--- src/rtl/gnic_pkg.sv ---
// ============================================================================
// gnic_pkg
// Shared types and constants of the grid neighbour index calculator.
// ============================================================================
package gnic_pkg;

    // Field widths
    localparam int CELL_W     = 24;     // linear cell index
    localparam int DIM_W      = 13;     // grid_rows / grid_cols registers
    localparam int CODE_W     = 16;     // packed offset codes
    localparam int OFS_W      = 2;      // one signed offset
    localparam int SLOT_COUNT = 8;      // neighbour slots on the result
    localparam int MASK_W     = SLOT_COUNT;

    // Stream payload widths (whole bytes)
    localparam int IN_DATA_W  = 24;
    localparam int OUT_DATA_W = SLOT_COUNT * CELL_W + MASK_W;

    // Divider layout: quotient bits resolved per stage and stage count
    localparam int STEP_BITS  = 4;
    localparam int DIV_STAGES = CELL_W / STEP_BITS;

    // Internal arithmetic widths
    localparam int ROW_W = CELL_W + 2;  // signed neighbour row
    localparam int COL_W = DIM_W + 2;   // signed neighbour column
    localparam int LIN_W = CELL_W + 3;  // signed neighbour linear index

    // Parameter defaults
    localparam int MAX_DIM_DEF    = 4096;
    localparam int NEIGHBOURS_DEF = 8;

    // Register reset values
    localparam logic [DIM_W-1:0]  GRID_ROWS_RST = 13'd1024;
    localparam logic [DIM_W-1:0]  GRID_COLS_RST = 13'd1024;
    localparam logic [CODE_W-1:0] ROW_CODES_RST = 16'h543F;
    localparam logic [CODE_W-1:0] COL_CODES_RST = 16'h4DD3;

    localparam int CFG_INDEX_W = 2;
    localparam int CFG_DATA_W  = 16;

    typedef enum logic [CFG_INDEX_W-1:0] {
        CFG_GRID_ROWS = 2'd0,
        CFG_GRID_COLS = 2'd1,
        CFG_ROW_CODES = 2'd2,
        CFG_COL_CODES = 2'd3
    } cfg_index_t;

    // Payload carried through the divider stages
    typedef struct packed {
        logic [CELL_W-1:0] idx;     // original cell index
        logic [CELL_W-1:0] dvd;     // dividend bits still to consume, msb first
        logic [CELL_W-1:0] quot;    // partial quotient (row)
        logic [DIM_W-1:0]  rem;     // partial remainder (column)
    } div_stage_t;

    typedef struct packed {
        logic [SLOT_COUNT-1:0][CELL_W-1:0] nbr;
        logic [MASK_W-1:0]                 mask;
    } result_t;

endpackage

--- src/rtl/grid_neighbour_index_calc.sv ---
// Pipeline: an input transaction passes through 6 restoring-divider stages
//   of 4 quotient bits each, then one bounds stage that registers the result.
// Throughput: one cell index per cycle, set by the divider pipeline, unless the
// output stalls. Stages advance independently, so bubbles collapse in a stall.
// Reset clears all stage valid bits and loads the register defaults.
// ============================================================================
// grid_neighbour_index_calc
// Splits a row-major cell index into row and column and returns up to eight
// bounds-checked neighbour indices with a valid mask.
// ============================================================================
module grid_neighbour_index_calc #(
    parameter int MAX_DIM    = gnic_pkg::MAX_DIM_DEF,
    parameter int NEIGHBOURS = gnic_pkg::NEIGHBOURS_DEF
) (
    input  logic                                clk,
    input  logic                                rst_n,

    // configuration
    input  logic                                cfg_we,
    input  logic [gnic_pkg::CFG_INDEX_W-1:0]    cfg_index,
    input  logic [gnic_pkg::CFG_DATA_W-1:0]     cfg_data,

    // input stream
    input  logic                                s_axis_tvalid,
    output logic                                s_axis_tready,
    input  logic [gnic_pkg::IN_DATA_W-1:0]      s_axis_tdata,   // [23:0] cell_index

    // result stream
    output logic                                m_axis_tvalid,
    input  logic                                m_axis_tready,
    // [23:0] neighbour_0, [47:24] neighbour_1, ... [191:168] neighbour_7,
    // [199:192] valid_mask
    output logic [gnic_pkg::OUT_DATA_W-1:0]     m_axis_tdata
);

    localparam int LAST = gnic_pkg::DIV_STAGES;

    // ------------------------------------------------------------------
    // Configuration registers
    // ------------------------------------------------------------------
    logic [gnic_pkg::DIM_W-1:0]  grid_rows_reg;
    logic [gnic_pkg::DIM_W-1:0]  grid_cols_reg;
    logic [gnic_pkg::CODE_W-1:0] row_codes_reg;
    logic [gnic_pkg::CODE_W-1:0] col_codes_reg;

    always_ff @(posedge clk or negedge rst_n)
    begin
        if (!rst_n)
        begin
            grid_rows_reg <= gnic_pkg::GRID_ROWS_RST;
            grid_cols_reg <= gnic_pkg::GRID_COLS_RST;
            row_codes_reg <= gnic_pkg::ROW_CODES_RST;
            col_codes_reg <= gnic_pkg::COL_CODES_RST;
        end
        else if (cfg_we)
        begin
            case (gnic_pkg::cfg_index_t'(cfg_index))
                gnic_pkg::CFG_GRID_ROWS: grid_rows_reg <= cfg_data[gnic_pkg::DIM_W-1:0];
                gnic_pkg::CFG_GRID_COLS: grid_cols_reg <= cfg_data[gnic_pkg::DIM_W-1:0];
                gnic_pkg::CFG_ROW_CODES: row_codes_reg <= cfg_data;
                gnic_pkg::CFG_COL_CODES: col_codes_reg <= cfg_data;
                default: ;
            endcase
        end
    end

    // Saturate dimensions to MAX_DIM
    logic [gnic_pkg::DIM_W-1:0] rows_eff;
    logic [gnic_pkg::DIM_W-1:0] cols_eff;
    logic                       dims_ok;

    assign rows_eff = ({{(32-gnic_pkg::DIM_W){1'b0}}, grid_rows_reg} > 32'(MAX_DIM))
                    ? gnic_pkg::DIM_W'(MAX_DIM) : grid_rows_reg;
    assign cols_eff = ({{(32-gnic_pkg::DIM_W){1'b0}}, grid_cols_reg} > 32'(MAX_DIM))
                    ? gnic_pkg::DIM_W'(MAX_DIM) : grid_cols_reg;
    assign dims_ok  = (rows_eff != '0) && (cols_eff != '0);

    // ------------------------------------------------------------------
    // Pipeline control: stage LAST is the result register
    // ------------------------------------------------------------------
    logic [LAST:0] valid_reg;
    logic [LAST:0] stage_adv;
    logic [LAST:0] stage_in_valid;

    always_comb
    begin
        stage_adv[LAST] = !valid_reg[LAST] || m_axis_tready;
        for (int i = LAST - 1; i >= 0; i--)
        begin
            stage_adv[i] = !valid_reg[i] || stage_adv[i+1];
        end
    end

    assign stage_in_valid = {valid_reg[LAST-1:0], s_axis_tvalid};
    assign s_axis_tready  = stage_adv[0];

    always_ff @(posedge clk or negedge rst_n)
    begin
        if (!rst_n)
            valid_reg <= '0;
        else
        begin
            for (int i = 0; i <= LAST; i++)
            begin
                if (stage_adv[i])
                    valid_reg[i] <= stage_in_valid[i];
            end
        end
    end

    // ------------------------------------------------------------------
    // Restoring divider: idx / cols, STEP_BITS quotient bits per stage
    // ------------------------------------------------------------------
    gnic_pkg::div_stage_t div_reg  [LAST];
    gnic_pkg::div_stage_t div_in   [LAST];
    gnic_pkg::div_stage_t div_next [LAST];

    always_comb
    begin
        div_in[0].idx  = s_axis_tdata[gnic_pkg::CELL_W-1:0];
        div_in[0].dvd  = s_axis_tdata[gnic_pkg::CELL_W-1:0];
        div_in[0].quot = '0;
        div_in[0].rem  = '0;
        for (int i = 1; i < LAST; i++)
        begin
            div_in[i] = div_reg[i-1];
        end
    end

    for (genvar g = 0; g < LAST; g++)
    begin : g_div
        always_comb
        begin
            logic [gnic_pkg::DIM_W:0] trial;
            logic [gnic_pkg::DIM_W:0] diff;
            div_next[g] = div_in[g];
            for (int j = 0; j < gnic_pkg::STEP_BITS; j++)
            begin
                trial = {div_next[g].rem, div_next[g].dvd[gnic_pkg::CELL_W-1]};
                diff  = trial - {1'b0, cols_eff};
                div_next[g].dvd = {div_next[g].dvd[gnic_pkg::CELL_W-2:0], 1'b0};
                if (trial >= {1'b0, cols_eff})
                begin
                    div_next[g].rem  = diff[gnic_pkg::DIM_W-1:0];
                    div_next[g].quot = {div_next[g].quot[gnic_pkg::CELL_W-2:0], 1'b1};
                end
                else
                begin
                    div_next[g].rem  = trial[gnic_pkg::DIM_W-1:0];
                    div_next[g].quot = {div_next[g].quot[gnic_pkg::CELL_W-2:0], 1'b0};
                end
            end
        end

        always_ff @(posedge clk)
        begin
            if (stage_adv[g] && stage_in_valid[g])
                div_reg[g] <= div_next[g];
        end
    end

    // ------------------------------------------------------------------
    // Neighbour stage: offsets, bounds, linear index
    // ------------------------------------------------------------------
    gnic_pkg::div_stage_t dq;
    gnic_pkg::result_t    result_next;
    gnic_pkg::result_t    result_reg;

    assign dq = div_reg[LAST-1];

    always_comb
    begin
        logic signed [gnic_pkg::OFS_W-1:0] dr;
        logic signed [gnic_pkg::OFS_W-1:0] dc;
        logic signed [gnic_pkg::ROW_W-1:0] r;
        logic signed [gnic_pkg::COL_W-1:0] c;
        logic signed [gnic_pkg::LIN_W-1:0] row_step;
        logic signed [gnic_pkg::LIN_W-1:0] lin;
        logic                              ok;
        result_next = '0;
        for (int n = 0; n < gnic_pkg::SLOT_COUNT; n++)
        begin
            dr = $signed(row_codes_reg[2*n +: gnic_pkg::OFS_W]);
            dc = $signed(col_codes_reg[2*n +: gnic_pkg::OFS_W]);
            r  = $signed({2'b00, dq.quot}) + gnic_pkg::ROW_W'(dr);
            c  = $signed({2'b00, dq.rem}) + gnic_pkg::COL_W'(dc);
            // lin = idx + dr*cols + dc equals r*cols + c for an in-bounds neighbour
            row_step = gnic_pkg::LIN_W'(dr)
                     * $signed({{(gnic_pkg::LIN_W-gnic_pkg::DIM_W){1'b0}}, cols_eff});
            lin = $signed({3'b000, dq.idx}) + row_step + gnic_pkg::LIN_W'(dc);
            ok  = dims_ok && (n < NEIGHBOURS)
               && !r[gnic_pkg::ROW_W-1] && !c[gnic_pkg::COL_W-1]
               && (r < $signed({{(gnic_pkg::ROW_W-gnic_pkg::DIM_W){1'b0}}, rows_eff}))
               && (c < $signed({2'b00, cols_eff}))
               && (lin[gnic_pkg::LIN_W-1:gnic_pkg::CELL_W] == '0);
            if (ok)
            begin
                result_next.nbr[n]  = lin[gnic_pkg::CELL_W-1:0];
                result_next.mask[n] = 1'b1;
            end
        end
    end

    always_ff @(posedge clk)
    begin
        if (stage_adv[LAST] && stage_in_valid[LAST])
            result_reg <= result_next;
    end

    assign m_axis_tvalid = valid_reg[LAST];
    assign m_axis_tdata  = {result_reg.mask, result_reg.nbr[7], result_reg.nbr[6],
                            result_reg.nbr[5], result_reg.nbr[4], result_reg.nbr[3],
                            result_reg.nbr[2], result_reg.nbr[1], result_reg.nbr[0]};

    // ------------------------------------------------------------------
    // Assertions
    // ------------------------------------------------------------------
    a_accept_loads_stage0: assert property (@(posedge clk) disable iff (!rst_n)
        (s_axis_tvalid && s_axis_tready) |=> valid_reg[0])
        else $error("accepted transaction did not enter the first divider stage");

    a_rem_below_divisor: assert property (@(posedge clk) disable iff (!rst_n)
        (valid_reg[LAST-1] && cols_eff != '0) |-> (dq.rem < cols_eff))
        else $error("divider remainder not below column count");

    a_empty_grid_no_valid: assert property (@(posedge clk) disable iff (!rst_n)
        (m_axis_tvalid && !dims_ok) |-> (result_reg.mask == '0))
        else $error("neighbour flagged valid on an empty grid");

    a_unused_slots_clear: assert property (@(posedge clk) disable iff (!rst_n)
        m_axis_tvalid |-> ((result_reg.mask >> NEIGHBOURS) == '0))
        else $error("mask bit set for an unused neighbour slot");

    a_stall_holds_stage: assert property (@(posedge clk) disable iff (!rst_n)
        (valid_reg[LAST] && !m_axis_tready) |=> valid_reg[LAST] && $stable(result_reg))
        else $error("stalled result changed");

endmodule
--- config.mk ---
export PLATFORM = sky130hd
export DESIGN_NAME = grid_neighbour_index_calc
export DESIGN_NICKNAME = d
export VERILOG_FILES = /design/src/rtl/gnic_pkg.sv /design/src/rtl/grid_neighbour_index_calc.sv
export SDC_FILE = /design/constraint.sdc
export NUM_CORES = 2
export LEC_CHECK = 0
export BUFFER_PORTS_ARGS = -buffer_cell sky130_fd_sc_hd__buf_2
export CAP_MARGIN = 20
export CORE_UTILIZATION = 45
export CTS_BUF_LIST = sky130_fd_sc_hd__clkbuf_8
export DETAILED_ROUTE_END_ITERATION = 16
export GPL_TIMING_DRIVEN = 0
export HOLD_SLACK_MARGIN = 0.15
export PLACE_DENSITY = 0.71
export SLEW_MARGIN = 20
export SYNTH_ARGS = -nofsm -noshare
export SYNTH_HDL_FRONTEND = slang
export SYNTH_SLANG_ARGS = --single-unit
--- constraint.sdc ---
create_clock -name clk -period 20.4 [get_ports clk]
set_input_delay 5.1 -clock clk [delete_from_list [all_inputs] [get_ports clk]]
set_output_delay 5.1 -clock clk [all_outputs]
set_load 0.02 [all_outputs]
==> flow_metrics.env <==
export IMPL_yosys_area_top_type_share_pct=21.3
export IMPL_syn_to_final_growth_pct=9.69
export IMPL_worst_setup_hold_path_clk_slew_ns=0.07
export IMPL_post_synth_edffs=506
export IMPL_cp_data_arrival_time_ns=16.07
export IMPL_antenna_violations_before_repair=21
export IMPL_via_per_inst=6.03
export IMPL_drive_above_1_share_pct=9.02
export IMPL_synth_nets=9241
export IMPL_fillCellCount=14600
export IMPL_worst_setup_path_start_kind="flop"
export IMPL_final_period_demand_of_the_worst_path_ns=15.51
export IMPL_wl_um=233000
export IMPL_synth_ff_type="sky130_fd_sc_hd__edfxtp_1"
export IMPL_crit_reg2reg_launch="grid_cols_reg[12]$_DFFE_PN0P_"
export IMPL_dieArea_um2=160000
export IMPL_design_core_area_um2=157000
export IMPL_maximum_single_stage_delay_on_the_critical_path_ns=0.88
export IMPL_synthCells=7806
export IMPL_cpMaxStageDelayCell="sky130_fd_sc_hd__clkbuf_1"
export IMPL_grt_pass1_wl_um=348000
export IMPL_ys_ff_latch=571
export IMPL_worst_hold_depth=0
export IMPL_synth_area_um2=71300
export IMPL_hold_viol=0
export IMPL_yosysWarningCount=0
export IMPL_crit_path_frequent_cell="sky130_fd_sc_hd__clkbuf_1"
export IMPL_worstSetupEndpointType="flop"
export IMPL_report_final_slew_viol_count=0
export IMPL_rr_endpoint="div_reg[4][9]$_DFFE_PP_"
export IMPL_io_buffers=248
export IMPL_cts_inserted_buffers=99
export IMPL_clkLatencyLatePin_ns=0.85
export IMPL_gr_total_overflow=0
export IMPL_initial_core_util_pct=45.5
export IMPL_finalWeightedCongestion=0.987
export IMPL_initialDrtViolationCount=5591
export IMPL_final_critical_path_setup_slack_ns=4.89
export IMPL_clock_sinks=571
export IMPL_timing_max_slew_rel_slack_pct=18.0
export IMPL_status="finished clean"
export IMPL_worst_hold_path_endpoint="div_reg[4][73]$_DFFE_PP_"
export IMPL_fmax_mhz=64.5
export IMPL_crit_path_max_fanout=39
export IMPL_cts_tree="done"
export IMPL_skew_ns=0.0809
export IMPL_timing_max_cap_violations=0
export IMPL_min_delay_path_class="reg -> reg"
export IMPL_vias=62500
export IMPL_pin_count=249
export IMPL_netlist_top_cells_count="sky130_fd_sc_hd__ha_1 (1125), sky130_fd_sc_hd__a21oi_1 (592), sky130_fd_sc_hd__inv_1 (585), sky130_fd_sc_hd__nand2_1 (581), sky130_fd_sc_hd__edfxtp_1 (506)"
export IMPL_final_min_period_over_clock_period_pct=76.1
export IMPL_multi_input_area_um2=51800
export IMPL_die_y_um=400
export IMPL_post_cts_hold_buffer_count=0
export IMPL_yosysUniqueCellTypes=96
export IMPL_drc=0
export IMPL_setup_total_negative_slack_ns=0
export IMPL_clock_root_buffer="sky130_fd_sc_hd__clkbuf_8"
export IMPL_setup_violations_final=0
export IMPL_cts_setup_buffers=0
export IMPL_kind_of_critical_path="reg -> reg"
export IMPL_postRouteAntennaNets=0
export IMPL_wl_per_cell_um=22.5
export IMPL_sequential_cell_area_um2=16900
export IMPL_r2r_slack_ns=4.89
export IMPL_cts_htree_levels=3
export IMPL_grtUsageTotal_pct=28.4
export IMPL_cts_root_to_sink_buffers=3
export IMPL_grt_setup_unrepaired="false"
export IMPL_fp_row_count=145
export IMPL_place_detailed_hpwl_um=178000
export IMPL_detail_route_first_pass_iterations=7
export IMPL_floorplan_die_width_um=400
export IMPL_post_synth_top_area_cell="sky130_fd_sc_hd__edfxtp_1"
export IMPL_post_synth_main_area_contributors="sky130_fd_sc_hd__edfxtp_1 (21%), sky130_fd_sc_hd__ha_1 (20%), sky130_fd_sc_hd__fa_1 (7.4%)"
export IMPL_number_of_global_route_vias_before_repair=60600
export IMPL_max_ffs_per_register=306
export IMPL_pre_cts_slack_ns=5.20
export IMPL_layout_core_utilization_pct=49.9
export IMPL_r2r_worst_path_cells=50
export IMPL_asyncSetResetFlopFracSynth_pct=11.4
export IMPL_timing_hold_worst_start="div_reg[3][73]$_DFFE_PP_"
export IMPL_critPathRequiredTime_ns=20.95
export IMPL_leading_cell_type_by_number_of_instances_after_synthesis="sky130_fd_sc_hd__ha_1"
export IMPL_seq_area_frac_synth_pct=23.6
export IMPL_timing_worst_slew_pin_value_ns=1.22
export IMPL_post_cts_resize_count=0
export IMPL_maximum_number_of_pins_on_one_net_before_global_route_repair=59
export IMPL_synth_avg_cell_area_um2=9.14
export IMPL_layout_nets=9644
-- worst max-delay path by stage --
stage / slack (ns) / start / endpoint / cells after the start
2_1_floorplan: 5.61 / m_axis_tready / m_axis_tdata[0]$_SDFFCE_PN0P_ / 2
3_3_place_gp: 1.24 / m_axis_tready / m_axis_tdata[41]$_SDFFCE_PN0P_ / 3
3_5_place_dp: 5.20 / grid_cols_reg[12]$_DFFE_PN0P_ / div_reg[4][9]$_DFFE_PP_ / 50
4_1_cts: 5.18 / grid_cols_reg[12]$_DFFE_PN0P_ / div_reg[4][9]$_DFFE_PP_ / 50
5_1_grt: 4.12 / grid_cols_reg[12]$_DFFE_PN0P_ / div_reg[4][9]$_DFFE_PP_ / 50
6_report: 4.89 / grid_cols_reg[12]$_DFFE_PN0P_ / div_reg[4][9]$_DFFE_PP_ / 50
-- per-stage QoR --
step	cells	area (µm²)	hold WS (ns)
2_1_floorplan	7806	71300	0.400
3_3_place_gp	10100	75200	0.400
3_5_place_dp	10200	76200	0.405
4_1_cts	10300	78100	0.353
5_1_grt	10400	78200	0.369
6_report	10400	78300	0.373
-- routing by layer --
layer / track usage [%] / routed length [µm] / up-vias / share of wire [%]
li1: - / - / 29500 / -
met1: 35.5 / 94700 / 29900 / 41
met2: 46.2 / 105000 / 2459 / 45
met3: 5.44 / 19400 / 571 / 8.3
met4: 15.4 / 14100 / 14 / 6.1
met5: 0 / 98 / - / 0.042
-- cell families (layout without fill, tap and decap cells) --
logic type,Yosys count,in the layout,share of synthesized area [%]
simple gates,2226,2226,15.7
compound gates,2115,2115,19.5
fa+ha+maj,1388,1388,27.1
buf+inv,738,1224,3.92
flops,571,571,23.6
xor+xnor,545,545,6.69
mux,223,223,3.44
other cells,0,9,0
-- layout make-up --
| type | count | area share (%) |
|---|---|---|
| multi-input cells | 6497 | 66.1 |
| flip-flops and latches | 571 | 21.5 |
| well taps | 2058 | 3.29 |
| inverters | 601 | 2.95 |
| repair buffers | 302 | 2.84 |
| clock buffers | 100 | 1.76 |
| clock inverters | 84 | 0.740 |
| plain buffers | 137 | 0.707 |
| diodes | 9 | 0.0288 |
-- cell usage in the layout, fill, tap and decap left out, drive strengths merged, types with 93 or more instances in the layout --
master,n
a21o,287
a21oi,592
and2,108
and3,102
buf,320
clkbuf,219
edfxtp,506
fa,263
ha,1125
inv,616
mux2,164
nand2,581
nand2b,202
nand3,135
nand4,93
nor2,462
nor2b,149
nor3,145
o21a,155
o21ai,399
xnor2,355
xor2,190
-- critical path: cells and delay by family (launching register included) --
kind	cells	cell delay [ns]
adders and majority gates	4	2.00
muxes	1	0.25
buffers and inverters	11	4.82
AOI/OAI and AO/OA	25	6.07
DFF	1	0.39
and+or+nand+nor	9	1.59
Power is not shown: default switching activity piles up to over one toggle a cycle in this logic, so the estimate is an artifact.
